==> config.mk <==
export PLATFORM = sky130hd
export DESIGN_NAME = scalar_ukf_voltage_estimator
export DESIGN_NICKNAME = d
export VERILOG_FILES = /design/src/rtl/core/suve_pkg.sv /design/src/rtl/core/suve_iter.sv /design/src/rtl/core/suve_datapath.sv /design/src/rtl/core/suve_ctrl.sv /design/src/rtl/core/scalar_ukf_voltage_estimator.sv
export SDC_FILE = /design/constraint.sdc
export NUM_CORES = 2
export LEC_CHECK = 0
export BUFFER_PORTS_ARGS = -buffer_cell sky130_fd_sc_hd__buf_2
export CAP_MARGIN = 20
export CORE_MARGIN = 5
export CORE_UTILIZATION = 30
export DETAILED_ROUTE_END_ITERATION = 7
export GPL_TIMING_DRIVEN = 1
export PLACE_DENSITY_LB_ADDON = 0.1
export SETUP_SLACK_MARGIN = 0.15
export SYNTH_ARGS = -nofsm -noshare
export SYNTH_HDL_FRONTEND = slang
export SYNTH_SLANG_ARGS = --single-unit
==> constraint.sdc <==
create_clock -name clk -period 10.19 [get_ports clk]
set_clock_uncertainty 0.2 [all_clocks]
set_input_delay 2.038 -clock clk [delete_from_list [all_inputs] [get_ports clk]]
set_output_delay 2.038 -clock clk [all_outputs]
set_load 0.01 [all_outputs]
==> src/rtl/core/suve_pkg.sv <==
`timescale 1ns / 1ps
// ----------------------------------------------------------------------------
// suve_pkg
// Shared types, codes and helpers of the scalar voltage estimator.
// ----------------------------------------------------------------------------
package suve_pkg;

	localparam int unsigned CFG_IDX_W = 2;

	localparam logic [CFG_IDX_W-1:0] REG_PROCESS_NOISE = 2'd0;
	localparam logic [CFG_IDX_W-1:0] REG_MEAS_NOISE    = 2'd1;
	localparam logic [CFG_IDX_W-1:0] REG_TIME_CONST    = 2'd2;
	localparam logic [CFG_IDX_W-1:0] REG_CENTER_WEIGHT = 2'd3;

	localparam logic [31:0] TAU_RESET = 32'd231000;
	localparam logic [15:0] CW_RESET  = 16'd65470;
	localparam logic [16:0] WGT_ONE   = 17'h10000;

	// Sigma point weights are kept in units of 2^-18.
	localparam int unsigned WGT_SHIFT = 18;
	// The gain division runs on a divisor below 2^40.
	localparam int unsigned NORM_BIT  = 40;

	localparam logic [6:0] DIV_STEPS  = 7'd64;
	localparam logic [6:0] SQRT_STEPS = 7'd32;

	localparam logic signed [63:0] SAT_MAX = 64'sh0000_0000_7fff_ffff;
	localparam logic signed [63:0] SAT_MIN = -64'sh0000_0000_8000_0000;

	typedef enum logic [1:0] {
		IT_MUL,
		IT_DIV,
		IT_SQRT
	} it_kind_t;

	typedef struct packed {
		logic     start;
		it_kind_t kind;
	} it_cmd_t;

	typedef enum logic [4:0] {
		DP_NONE,
		DP_LOAD,
		DP_V_START,
		DP_V_DONE,
		DP_S_START,
		DP_S_DONE,
		DP_DEC_MUL,
		DP_DEC_DIV,
		DP_DEC_DONE,
		DP_M0_MUL,
		DP_M0_DONE,
		DP_M1_MUL,
		DP_M1_DONE,
		DP_VA_SQ,
		DP_VA_W,
		DP_VA_DONE,
		DP_NOISE,
		DP_NORM,
		DP_K_START,
		DP_K_DONE,
		DP_E_MUL,
		DP_E_DONE,
		DP_P_MUL,
		DP_P_DONE,
		DP_OUT
	} dp_op_t;

	typedef struct packed {
		dp_op_t     op;
		logic [1:0] idx;
	} ctl_cmd_t;

	typedef struct packed {
		logic it_done;
		logic norm_big;
	} dp_stat_t;

	typedef enum logic [4:0] {
		S_IDLE,
		S_V, S_V_W,
		S_S, S_S_W,
		S_DM, S_DM_W,
		S_DD, S_DD_W,
		S_M0, S_M0_W,
		S_M1, S_M1_W,
		S_VQ, S_VQ_W,
		S_VW, S_VW_W,
		S_NOISE,
		S_NORM,
		S_K, S_K_W,
		S_E, S_E_W,
		S_P, S_P_W,
		S_OUT
	} ctl_state_t;

	function automatic logic [31:0] sat32(input logic signed [63:0] v);
		logic [31:0] r;
		if (v > SAT_MAX) r = 32'h7fff_ffff;
		else if (v < SAT_MIN) r = 32'h8000_0000;
		else r = v[31:0];
		return r;
	endfunction

endpackage

==> src/rtl/core/suve_iter.sv <==
`timescale 1ns / 1ps
// ----------------------------------------------------------------------------
// suve_iter
// Iterative arithmetic unit: shift-add multiply, restoring divide, square root.
// ----------------------------------------------------------------------------
module suve_iter import suve_pkg::*; (
	input  logic          clk,
	input  logic          arst_n,
	input  it_cmd_t       cmd,
	input  logic [63:0]   op_a,
	input  logic [63:0]   op_b,
	output logic          done,
	output logic [127:0]  prod,
	output logic [63:0]   quot,
	output logic [31:0]   root
);

	logic        busy_q;
	logic        done_q;
	it_kind_t    kind_q;
	logic [6:0]  cnt_q;
	logic [127:0] acc_q;
	logic [127:0] mcand_q;
	logic [63:0] mplier_q;
	logic [63:0] rem_q;
	logic [63:0] quo_q;
	logic [63:0] dvs_q;
	logic [32:0] srem_q;
	logic [63:0] rad_q;
	logic [31:0] root_q;

	logic        fin;
	logic [64:0] div_try;
	logic        div_fit;
	logic [34:0] sq_try;
	logic [34:0] sq_trial;

	assign fin      = (kind_q == IT_MUL) ? (mplier_q == 64'd0) : (cnt_q == 7'd0);
	assign div_try  = {rem_q, quo_q[63]};
	assign div_fit  = div_try >= {1'b0, dvs_q};
	assign sq_try   = {srem_q, rad_q[63:62]};
	assign sq_trial = {1'b0, root_q, 2'b01};

	always_ff @(posedge clk or negedge arst_n) begin
		if (!arst_n) begin
			busy_q <= 1'b0;
			done_q <= 1'b0;
			kind_q <= IT_MUL;
			cnt_q  <= 7'd0;
		end else begin
			done_q <= 1'b0;
			if (cmd.start) begin
				busy_q <= 1'b1;
				kind_q <= cmd.kind;
				cnt_q  <= (cmd.kind == IT_DIV) ? DIV_STEPS : SQRT_STEPS;
			end else if (busy_q) begin
				if (fin) begin
					busy_q <= 1'b0;
					done_q <= 1'b1;
				end else if (kind_q != IT_MUL) begin
					cnt_q <= cnt_q - 7'd1;
				end
			end
		end
	end

	always_ff @(posedge clk) begin
		if (cmd.start) begin
			acc_q    <= '0;
			mcand_q  <= 128'(op_a);
			mplier_q <= op_b;
			rem_q    <= '0;
			quo_q    <= op_a;
			dvs_q    <= op_b;
			srem_q   <= '0;
			rad_q    <= op_a;
			root_q   <= '0;
		end else if (busy_q && !fin) begin
			unique case (kind_q)
				IT_MUL: begin
					if (mplier_q[0]) acc_q <= acc_q + mcand_q;
					mcand_q  <= mcand_q << 1;
					mplier_q <= mplier_q >> 1;
				end
				IT_DIV: begin
					if (div_fit) begin
						rem_q <= 64'(div_try - {1'b0, dvs_q});
						quo_q <= {quo_q[62:0], 1'b1};
					end else begin
						rem_q <= div_try[63:0];
						quo_q <= {quo_q[62:0], 1'b0};
					end
				end
				IT_SQRT: begin
					if (sq_try >= sq_trial) begin
						srem_q <= 33'(sq_try - sq_trial);
						root_q <= {root_q[30:0], 1'b1};
					end else begin
						srem_q <= sq_try[32:0];
						root_q <= {root_q[30:0], 1'b0};
					end
					rad_q <= rad_q << 2;
				end
				default: ;
			endcase
		end
	end

	assign done = done_q;
	assign prod = acc_q;
	assign quot = quo_q;
	assign root = root_q;

endmodule

==> src/rtl/core/suve_datapath.sv <==
`timescale 1ns / 1ps
// ----------------------------------------------------------------------------
// suve_datapath
// Filter state, configuration registers and working registers of one update.
// ----------------------------------------------------------------------------
module suve_datapath import suve_pkg::*; #(
	parameter int unsigned FRAC_BITS = 16
) (
	input  logic                 clk,
	input  logic                 arst_n,
	input  logic                 cfg_we,
	input  logic [CFG_IDX_W-1:0] cfg_addr,
	input  logic [31:0]          cfg_wdata,
	input  logic [63:0]          s_tdata,
	input  ctl_cmd_t             cmd,
	output dp_stat_t             stat,
	output logic [95:0]          m_tdata
);

	localparam logic [31:0] ONE_Q = 32'(64'd1 << FRAC_BITS);
	localparam int unsigned K_W   = FRAC_BITS + 1;

	logic [31:0] q_noise_q, r_noise_q, tau_cfg_q;
	logic [15:0] cw_q;

	logic signed [31:0] est_q, model_q;
	logic [31:0] var_q, last_q;

	logic signed [31:0] z_q;
	logic [31:0] now_q, tau_q;
	logic [32:0] den_q;
	logic [48:0] v_q;
	logic signed [31:0] x1_q, x2_q;
	logic signed [31:0] dec_q [4];
	logic        neg_q;
	logic signed [51:0] acc_q;
	logic signed [31:0] mean_q, est_new_q;
	logic [63:0] sum_q, px_q, sn_q, pn_q;
	logic [K_W-1:0] k_q;
	logic [31:0] est_out_q, var_out_q, model_out_q;

	it_cmd_t      it_cmd;
	logic [63:0]  op_a, op_b;
	logic         it_done;
	logic [127:0] prod;
	logic [63:0]  quot;
	logic [31:0]  root;

	logic [31:0] dt, tau;
	logic [17:0] a0, a1, w_sel;
	logic signed [31:0] src, va_x;
	logic [31:0] src_mag;
	logic signed [32:0] d_va, sx, dz;
	logic [32:0] d_mag, sx_mag, dz_mag;
	logic        clamp;
	logic [32:0] s_val;
	logic signed [33:0] sp, sm;
	logic signed [51:0] m_p, m_t;
	logic signed [63:0] pe, e64;
	logic [63:0] ks, pnew64;

	assign dt  = s_tdata[63:32] - last_q;
	assign tau = (tau_cfg_q == 32'd0) ? 32'd1 : tau_cfg_q;
	assign a0  = {cw_q, 2'b00};
	assign a1  = 18'({1'b0, WGT_ONE} - {2'b00, cw_q});
	assign w_sel = (cmd.idx == 2'd0) ? a0 : a1;

	always_comb begin
		unique case (cmd.idx)
			2'd0: src = model_q;
			2'd1: src = est_q;
			2'd2: src = x1_q;
			2'd3: src = x2_q;
			default: src = model_q;
		endcase
	end
	assign src_mag = src[31] ? 32'(-src) : src;

	assign va_x  = dec_q[2'(cmd.idx + 2'd1)];
	assign d_va  = {va_x[31], va_x} - {mean_q[31], mean_q};
	assign d_mag = d_va[32] ? 33'(-d_va) : d_va;
	assign sx    = {dec_q[2][31], dec_q[2]} + {dec_q[3][31], dec_q[3]};
	assign sx_mag = sx[32] ? 33'(-sx) : sx;
	assign dz    = {z_q[31], z_q} - {mean_q[31], mean_q};
	assign dz_mag = dz[32] ? 33'(-dz) : dz;

	// A spread too large for the root input saturates to 2^32.
	assign clamp = (64'(v_q) >> (64 - FRAC_BITS)) != 64'd0;
	assign s_val = clamp ? {1'b1, 32'd0} : {1'b0, root};
	assign sp    = {{2{est_q[31]}}, est_q} + {1'b0, s_val};
	assign sm    = {{2{est_q[31]}}, est_q} - {1'b0, s_val};

	assign m_p = neg_q ? -$signed(prod[51:0]) : $signed(prod[51:0]);
	assign m_t = acc_q + m_p;
	assign pe  = neg_q ? -$signed(prod[63:0]) : $signed(prod[63:0]);
	assign e64 = $signed({{32{mean_q[31]}}, mean_q}) + (pe >>> FRAC_BITS);
	assign ks  = 64'(prod >> FRAC_BITS);
	assign pnew64 = (ks >= px_q) ? 64'd0 : px_q - ks;

	always_comb begin
		it_cmd.start = 1'b1;
		it_cmd.kind  = IT_MUL;
		op_a = '0;
		op_b = '0;
		unique case (cmd.op)
			DP_V_START: begin
				it_cmd.kind = IT_DIV;
				op_a = {15'd0, var_q, 17'd0};
				op_b = 64'(a1);
			end
			DP_S_START: begin
				it_cmd.kind = IT_SQRT;
				op_a = 64'(v_q) << FRAC_BITS;
			end
			DP_DEC_MUL: begin
				op_a = 64'(src_mag);
				op_b = 64'(tau_q);
			end
			DP_DEC_DIV: begin
				it_cmd.kind = IT_DIV;
				op_a = prod[63:0];
				op_b = 64'(den_q);
			end
			DP_M0_MUL: begin
				op_a = 64'(dec_q[1][31] ? 32'(-dec_q[1]) : dec_q[1]);
				op_b = 64'(a0);
			end
			DP_M1_MUL: begin
				op_a = 64'(sx_mag);
				op_b = 64'(a1);
			end
			DP_VA_SQ: begin
				op_a = 64'(d_mag);
				op_b = 64'(d_mag);
			end
			DP_VA_W: begin
				op_a = 64'(prod >> FRAC_BITS);
				op_b = 64'(w_sel);
			end
			DP_K_START: begin
				it_cmd.kind = IT_DIV;
				op_a = sn_q << FRAC_BITS;
				op_b = pn_q;
			end
			DP_E_MUL: begin
				op_a = 64'(dz_mag);
				op_b = 64'(k_q);
			end
			DP_P_MUL: begin
				op_a = sum_q;
				op_b = 64'(k_q);
			end
			default: it_cmd.start = 1'b0;
		endcase
	end

	suve_iter u_iter (
		.clk    (clk),
		.arst_n (arst_n),
		.cmd    (it_cmd),
		.op_a   (op_a),
		.op_b   (op_b),
		.done   (it_done),
		.prod   (prod),
		.quot   (quot),
		.root   (root)
	);

	always_ff @(posedge clk or negedge arst_n) begin
		if (!arst_n) begin
			q_noise_q <= ONE_Q;
			r_noise_q <= ONE_Q;
			tau_cfg_q <= TAU_RESET;
			cw_q      <= CW_RESET;
			est_q     <= '0;
			var_q     <= ONE_Q;
			model_q   <= '0;
			last_q    <= '0;
		end else begin
			if (cfg_we) begin
				unique case (cfg_addr)
					REG_PROCESS_NOISE: q_noise_q <= cfg_wdata;
					REG_MEAS_NOISE:    r_noise_q <= cfg_wdata;
					REG_TIME_CONST:    tau_cfg_q <= cfg_wdata;
					REG_CENTER_WEIGHT: cw_q      <= cfg_wdata[15:0];
					default: ;
				endcase
			end
			if (cmd.op == DP_P_DONE) begin
				est_q   <= est_new_q;
				var_q   <= (pnew64[63:32] != 32'd0) ? 32'hffff_ffff : pnew64[31:0];
				model_q <= dec_q[0];
				last_q  <= now_q;
			end
		end
	end

	always_ff @(posedge clk) begin
		unique case (cmd.op)
			DP_LOAD: begin
				z_q   <= s_tdata[31:0];
				now_q <= s_tdata[63:32];
				tau_q <= tau;
				den_q <= {1'b0, tau} + {1'b0, dt};
				sum_q <= '0;
			end
			DP_V_DONE: v_q <= quot[48:0];
			DP_S_DONE: begin
				x1_q <= sat32({{30{sp[33]}}, sp});
				x2_q <= sat32({{30{sm[33]}}, sm});
			end
			DP_DEC_MUL: neg_q <= src[31];
			DP_DEC_DONE: dec_q[cmd.idx] <= neg_q ? -$signed(quot[31:0]) : $signed(quot[31:0]);
			DP_M0_MUL: neg_q <= dec_q[1][31];
			DP_M0_DONE: acc_q <= m_p;
			DP_M1_MUL: neg_q <= sx[32];
			DP_M1_DONE: mean_q <= sat32($signed({{12{m_t[51]}}, m_t}) >>> WGT_SHIFT);
			DP_VA_DONE: sum_q <= sum_q + 64'(prod >> WGT_SHIFT);
			DP_NOISE: begin
				px_q <= sum_q + 64'(q_noise_q);
				sn_q <= sum_q;
				pn_q <= sum_q + 64'(r_noise_q);
			end
			DP_NORM: begin
				sn_q <= sn_q >> 1;
				pn_q <= pn_q >> 1;
			end
			DP_K_DONE: k_q <= (pn_q == 64'd0) ? '0 : quot[K_W-1:0];
			DP_E_MUL: neg_q <= dz[32];
			DP_E_DONE: est_new_q <= sat32(e64);
			DP_OUT: begin
				est_out_q   <= est_q;
				var_out_q   <= var_q;
				model_out_q <= model_q;
			end
			default: ;
		endcase
	end

	assign stat.it_done  = it_done;
	assign stat.norm_big = pn_q[63:NORM_BIT] != '0;
	assign m_tdata = {model_out_q, var_out_q, est_out_q};

endmodule

==> src/rtl/core/suve_ctrl.sv <==
`timescale 1ns / 1ps
// ----------------------------------------------------------------------------
// suve_ctrl
// Sequencer of one filter update and owner of the result valid flag.
// ----------------------------------------------------------------------------
module suve_ctrl import suve_pkg::*; (
	input  logic     clk,
	input  logic     arst_n,
	input  logic     s_tvalid,
	output logic     s_tready,
	output logic     m_tvalid,
	input  logic     m_tready,
	input  dp_stat_t stat,
	output ctl_cmd_t cmd
);

	ctl_state_t state_q, state_d;
	logic [1:0] idx_q, idx_d;
	logic       out_valid_q;
	logic       out_free;

	assign out_free = !out_valid_q || m_tready;

	always_comb begin
		state_d = state_q;
		idx_d   = idx_q;
		unique case (state_q)
			S_IDLE:  if (s_tvalid) state_d = S_V;
			S_V:     state_d = S_V_W;
			S_V_W:   if (stat.it_done) state_d = S_S;
			S_S:     state_d = S_S_W;
			S_S_W:   if (stat.it_done) begin
				state_d = S_DM;
				idx_d   = 2'd0;
			end
			S_DM:    state_d = S_DM_W;
			S_DM_W:  if (stat.it_done) state_d = S_DD;
			S_DD:    state_d = S_DD_W;
			S_DD_W:  if (stat.it_done) begin
				if (idx_q == 2'd3) begin
					state_d = S_M0;
				end else begin
					state_d = S_DM;
					idx_d   = idx_q + 2'd1;
				end
			end
			S_M0:    state_d = S_M0_W;
			S_M0_W:  if (stat.it_done) state_d = S_M1;
			S_M1:    state_d = S_M1_W;
			S_M1_W:  if (stat.it_done) begin
				state_d = S_VQ;
				idx_d   = 2'd0;
			end
			S_VQ:    state_d = S_VQ_W;
			S_VQ_W:  if (stat.it_done) state_d = S_VW;
			S_VW:    state_d = S_VW_W;
			S_VW_W:  if (stat.it_done) begin
				if (idx_q == 2'd2) begin
					state_d = S_NOISE;
				end else begin
					state_d = S_VQ;
					idx_d   = idx_q + 2'd1;
				end
			end
			S_NOISE: state_d = S_NORM;
			S_NORM:  if (!stat.norm_big) state_d = S_K;
			S_K:     state_d = S_K_W;
			S_K_W:   if (stat.it_done) state_d = S_E;
			S_E:     state_d = S_E_W;
			S_E_W:   if (stat.it_done) state_d = S_P;
			S_P:     state_d = S_P_W;
			S_P_W:   if (stat.it_done) state_d = S_OUT;
			S_OUT:   if (out_free) state_d = S_IDLE;
			default: state_d = S_IDLE;
		endcase
	end

	always_comb begin
		cmd.op  = DP_NONE;
		cmd.idx = idx_q;
		s_tready = 1'b0;
		unique case (state_q)
			S_IDLE: begin
				s_tready = 1'b1;
				if (s_tvalid) cmd.op = DP_LOAD;
			end
			S_V:     cmd.op = DP_V_START;
			S_V_W:   if (stat.it_done) cmd.op = DP_V_DONE;
			S_S:     cmd.op = DP_S_START;
			S_S_W:   if (stat.it_done) cmd.op = DP_S_DONE;
			S_DM:    cmd.op = DP_DEC_MUL;
			S_DD:    cmd.op = DP_DEC_DIV;
			S_DD_W:  if (stat.it_done) cmd.op = DP_DEC_DONE;
			S_M0:    cmd.op = DP_M0_MUL;
			S_M0_W:  if (stat.it_done) cmd.op = DP_M0_DONE;
			S_M1:    cmd.op = DP_M1_MUL;
			S_M1_W:  if (stat.it_done) cmd.op = DP_M1_DONE;
			S_VQ:    cmd.op = DP_VA_SQ;
			S_VW:    cmd.op = DP_VA_W;
			S_VW_W:  if (stat.it_done) cmd.op = DP_VA_DONE;
			S_NOISE: cmd.op = DP_NOISE;
			S_NORM:  if (stat.norm_big) cmd.op = DP_NORM;
			S_K:     cmd.op = DP_K_START;
			S_K_W:   if (stat.it_done) cmd.op = DP_K_DONE;
			S_E:     cmd.op = DP_E_MUL;
			S_E_W:   if (stat.it_done) cmd.op = DP_E_DONE;
			S_P:     cmd.op = DP_P_MUL;
			S_P_W:   if (stat.it_done) cmd.op = DP_P_DONE;
			S_OUT:   if (out_free) cmd.op = DP_OUT;
			default: cmd.op = DP_NONE;
		endcase
	end

	always_ff @(posedge clk or negedge arst_n) begin
		if (!arst_n) begin
			state_q     <= S_IDLE;
			idx_q       <= 2'd0;
			out_valid_q <= 1'b0;
		end else begin
			state_q <= state_d;
			idx_q   <= idx_d;
			if (cmd.op == DP_OUT) out_valid_q <= 1'b1;
			else if (m_tready) out_valid_q <= 1'b0;
		end
	end

	assign m_tvalid = out_valid_q;

`ifndef SYNTHESIS
	a_done_in_wait: assert property (@(posedge clk) disable iff (!arst_n)
		stat.it_done |-> (state_q == S_V_W || state_q == S_S_W || state_q == S_DM_W ||
			state_q == S_DD_W || state_q == S_M0_W || state_q == S_M1_W ||
			state_q == S_VQ_W || state_q == S_VW_W || state_q == S_K_W ||
			state_q == S_E_W || state_q == S_P_W))
		else $error("arithmetic unit finished outside a wait state");
	a_out_load: assert property (@(posedge clk) disable iff (!arst_n)
		(state_q == S_OUT && out_free) |=> (out_valid_q && state_q == S_IDLE))
		else $error("result register not loaded on leaving the output state");
	a_var_idx: assert property (@(posedge clk) disable iff (!arst_n)
		(state_q == S_VQ || state_q == S_VW) |-> idx_q != 2'd3)
		else $error("variance step index out of range");
	a_ready_idle: assert property (@(posedge clk) disable iff (!arst_n)
		(s_tvalid && s_tready) |=> state_q == S_V)
		else $error("accepted item did not start an update");
`endif

endmodule

==> src/rtl/core/scalar_ukf_voltage_estimator.sv <==
`timescale 1ns / 1ps
// ----------------------------------------------------------------------------
// scalar_ukf_voltage_estimator
// Scalar unscented Kalman filter for a battery voltage in signed fixed point.
// ----------------------------------------------------------------------------
//
//  Channel  Direction  Payload (lowest bits first)
//  cfg      in         register index, 32-bit write data
//  s_*      in         measured_voltage, sample_time_ms
//  m_*      out        voltage_estimate, estimate_covariance, model_voltage
//
// Each update is built on the shared iterative unit, which retires one bit
// per cycle: six 64-step divides, a 32-step square root, and shift-add
// multiplies whose length follows the bit length of the second operand.
// Reset is asynchronous and active low; the filter state returns to zero
// estimate, unit variance and zero timestamp, and the registers to defaults.
// A stalled result register holds its item while the next item is accepted
// and processed; only the final load waits for the result register to drain.
//
// Each update decays the model voltage and three sigma points through the
// RC model v*tau/(tau+dt), forms their weighted mean and spread, and applies
// the Kalman gain. The timestamp of each item is kept for the next dt.
// ----------------------------------------------------------------------------
module scalar_ukf_voltage_estimator import suve_pkg::*; #(
	parameter int unsigned FRAC_BITS = 16
) (
	input  logic                 clk,
	input  logic                 arst_n,
	input  logic                 cfg_we,
	input  logic [CFG_IDX_W-1:0] cfg_addr,
	input  logic [31:0]          cfg_wdata,
	input  logic                 s_tvalid,
	output logic                 s_tready,
	// [31:0] measured_voltage, [63:32] sample_time_ms
	input  logic [63:0]          s_tdata,
	output logic                 m_tvalid,
	input  logic                 m_tready,
	// [31:0] voltage_estimate, [63:32] estimate_covariance, [95:64] model_voltage
	output logic [95:0]          m_tdata
);

	ctl_cmd_t cmd;
	dp_stat_t stat;

	// The sequencer walks the update step by step and tells the datapath
	// which working registers to load or which unit operation to launch.
	suve_ctrl u_ctrl (
		.clk      (clk),
		.arst_n   (arst_n),
		.s_tvalid (s_tvalid),
		.s_tready (s_tready),
		.m_tvalid (m_tvalid),
		.m_tready (m_tready),
		.stat     (stat),
		.cmd      (cmd)
	);

	// The datapath holds the filter state, the configuration and the result.
	suve_datapath #(
		.FRAC_BITS (FRAC_BITS)
	) u_dp (
		.clk       (clk),
		.arst_n    (arst_n),
		.cfg_we    (cfg_we),
		.cfg_addr  (cfg_addr),
		.cfg_wdata (cfg_wdata),
		.s_tdata   (s_tdata),
		.cmd       (cmd),
		.stat      (stat),
		.m_tdata   (m_tdata)
	);

endmodule
==> metrics <==
status complete, no violations; Min-Delay Endpoint u_dp.est_q[19]$_DFFE_PN0N_; Post-Syn Area approximately 0.11 mm²; final worst slack around 2300 ps; relative slew slack roughly 8.9%; pin count of the biggest net entering global routing roughly 190; total gr overflow 0; min-delay src u_dp.est_new_q[19]$_SDFFCE_PN1N_; wire per inst between 20 and 30 µm; DP HPWL 365,000 µm; number of fill cells between 30,000 and 40,000; min cycle time layout 7900 ps; layout cells sized above 1 9.13%; commonest register cell after synthesis edfxtp_1; Power Internal 20.0 mW; fin crit share 77.5%; data arrival time of the worst path around 8300 ps; Initial Util roughly 30%; CTS clk-pin slew, worst paths 70 ps; worst path required time between 10,000 and 15,000 ps; Reg2Reg Depth 20; Setup Slack @ Placement about 2200 ps; number of port buffers 200; top cell type's share of synthesized area about a third; Netlist cell types 112; pwr dens 292 mW/mm²; Post-synth EDFFs 1,176; drt total wl roughly 470,000 µm; register area share after synthesis a little over two fifths; Crit Reg-Reg Endpoint u_dp.est_new_q[21]$_SDFFCE_PN1N_; Die Width 612 µm; root buf cell clkbuf_16; Via density between 5 and 6; Hold Path Cell Cnt 2; main area contributors after synthesis edfxtp_1, ha_1, dfrtp_1; Inserted Clock Buffers around 220; routed vias between 90,000 and 100k; H-tree Lvls 4; fmax ~130 MHz; Peak VDD IR slightly above 300 µV; leakage power roughly 49 nW; Post-Synthesis Cells roughly 12,000; Logic pwr share approximately 48%; die extent in y about 610 µm; clock sink count between 1,500 and 2,000; Synth area leader edfxtp_1; Worst setup SP type flip-flop; post-route ant nets 0; top-count cell post-synth nand2_1; Yosys warning count 0; Total GRT Usage 24.0%; # hold bufs at CTS 0; die area 0.374 mm²; Clock power frac between 20% and 30%; Critical Setup Path Class reg2reg; Yosys reg bits around 1,700; buffer levels on the longest clock path 4; CTS tree built; Pre-antenna DRT Iters 6; Clk Latency, worst-skew pair around 960 ps; critical path endpoint category flip-flop; RR Startpoint u_dp.u_iter.prod[12]$_SDFFE_PN0P_; initial antenna violation count 42; sequential share of power 30.1%; Final #Nets ~12,000; syn_nets 12,400; area delta synth->final 12.9%; Slew @ Worst Pin ~1400 ps; syn_area_per_cell between 9 and 10 µm²; IO Pins 201; area of the core approximately 0.36 mm²; ys async rst share between 10% and 20%; R2R Setup Slk 2290 ps; DRC Markers 0; final setup fails 0; setup_tns 0 ps; Max FO, Critical Path 31; global-route wire length before repair 657,000 µm; fin. max-slew vios 0; row cnt between 200 and 250; Max Cap Violations 0; vias in the first global route around 90,000; Routability Congestion 0.965; worst min-delay path class reg2reg; Post-CTS Setup Bufs 0; post-cts gate resize count 0; unrepaired setup endpoints after global routing false; 1st-iter DRT viols 8,667; Sw Pwr 15.7 mW; switching part of the total power 44.0%; Commonest cells post-synth nand2_1, edfxtp_1, a21oi_1, nor2_1, ha_1; Final Hold Viols 0
## power by group through the flow
stage	registers (mW)	clock network [mW]	logic, mW
finish	10.8	7.96	17.0
global route	10.8	8.41	18.6
CTS	10.8	8.17	16.9
detailed placement	10.9	0	16.8
global placement	10.9	0	16.8
floorplan	10.2	0	11.6
## layout make-up
class / count / area, µm² / share of cell area, %
multi-input combinational: 8799 / 58400 / 47.7
timing repair buffer: 404 / 2590 / 2.11
sequential: 1664 / 46400 / 37.8
antenna: 15 / 37.5 / 0.0306
tap: 4794 / 6000 / 4.89
inverter: 504 / 1900 / 1.55
clock inverter: 114 / 1260 / 1.02
clock buffer: 289 / 5990 / 4.89
## logic make-up after synthesis
| family | share of synthesized area [%] |
|---|---|
| multiplexers | 2.28 |
| AO/OA/AOI/OAI | 20.7 |
| buffers and inverters | 3.77 |
| AND/OR/NAND/NOR | 15.4 |
| adder cells (fa/ha/maj) | 8.44 |
| XOR/XNOR | 6.72 |
| flip-flops | 42.7 |
## worst max path at each step
stage,start,to,slack [ps],cells past startpoint
2_1_floorplan,s_tvalid,u_dp.u_iter.mplier_q[16]$_DFFE_PP_,1160,13
3_3_place_gp,s_tdata[32],u_dp.den_q[31]$_DFFE_PP_,2050,29
3_5_place_dp,s_tdata[32],u_dp.den_q[31]$_DFFE_PP_,2200,22
4_1_cts,u_dp.u_iter.prod[12]$_SDFFE_PN0P_,u_dp.est_new_q[21]$_SDFFCE_PN1N_,2310,20
5_1_grt,u_dp.u_iter.prod[12]$_SDFFE_PN0P_,u_dp.est_new_q[27]$_SDFFCE_PN1N_,1650,20
6_report,u_dp.u_iter.prod[12]$_SDFFE_PN0P_,u_dp.est_new_q[21]$_SDFFCE_PN1N_,2290,20
## through the flow
stage          cell area, µm²  cells  power, mW  util, %  hold WS, ps
6_report               123000  16600       35.8     33.9          187
5_1_grt                123000  16600       37.9     33.9          202
4_1_cts                123000  16600       35.9     33.9          191
3_5_place_dp           115000  16200       27.7     31.9          227
3_3_place_gp           115000  16200       27.7     31.9          226
2_1_floorplan          109000  11500       21.8        -          215
## sequential cells by signal, summed over array words and instances, names as in the netlist, 33 cells and up
signal / cells
u_dp.pn_q: 64
u_dp.u_iter.prod: 82
u_dp.dec_q: 128
u_dp.px_q: 64
u_dp.sn_q: 64
u_dp.den_q: 33
u_dp.v_q: 49
u_dp.u_iter.rem_q: 64
u_dp.u_iter.srem_q: 33
u_dp.u_iter.mcand_q: 82
u_dp.acc_q: 52
u_dp.u_iter.rad_q: 64
u_dp.u_iter.mplier_q: 64
u_dp.sum_q: 64
u_dp.u_iter.quot: 64
u_dp.u_iter.dvs_q: 64
## worst max-delay path: stages (launching register included)
cell       delay (ps)
dfxtp_1           390
or4_1             640
nor4_2            430
nand4b_1          280
nand2b_1          340
o31ai_1           290
xnor2_1           230
ha_1              510
and3_1            210
and3_1            190
nand4bb_1         210
a21boi_0          590
o211ai_1          210
a21oi_1           340
o311ai_0          270
a22oi_1           560
a31oi_1           190
xnor2_1           180
nor4_1            220
a41o_1            850
o21ai_0           220
## routing by layer
metal / wire length, µm / GRT usage [%]
met4: 22900 / 10.0
met2: 213000 / 39.1
met5: 72 / 0
met1: 205000 / 31.9
met3: 25100 / 3.19
## cells in the final DEF, fill, tap and decap left out, drive strengths merged, types with 94 or more instances in the layout
master and n:
xor2 292, buf 404, dfxtp 229, or3 102
edfxtp 1176, o21ai 701, mux2 119, clkbuf 289
nand2b 125, ha 710, nand3 235, nand4 134
a22oi 145, a21o 528, dfrtp 234, inv 510
a21oi 971, nor2 722, o21a 94, nand2 1553
and2 108, a211oi 110, o31ai 113, xnor2 541
nor3 208
(Power assumes the default switching activity.)
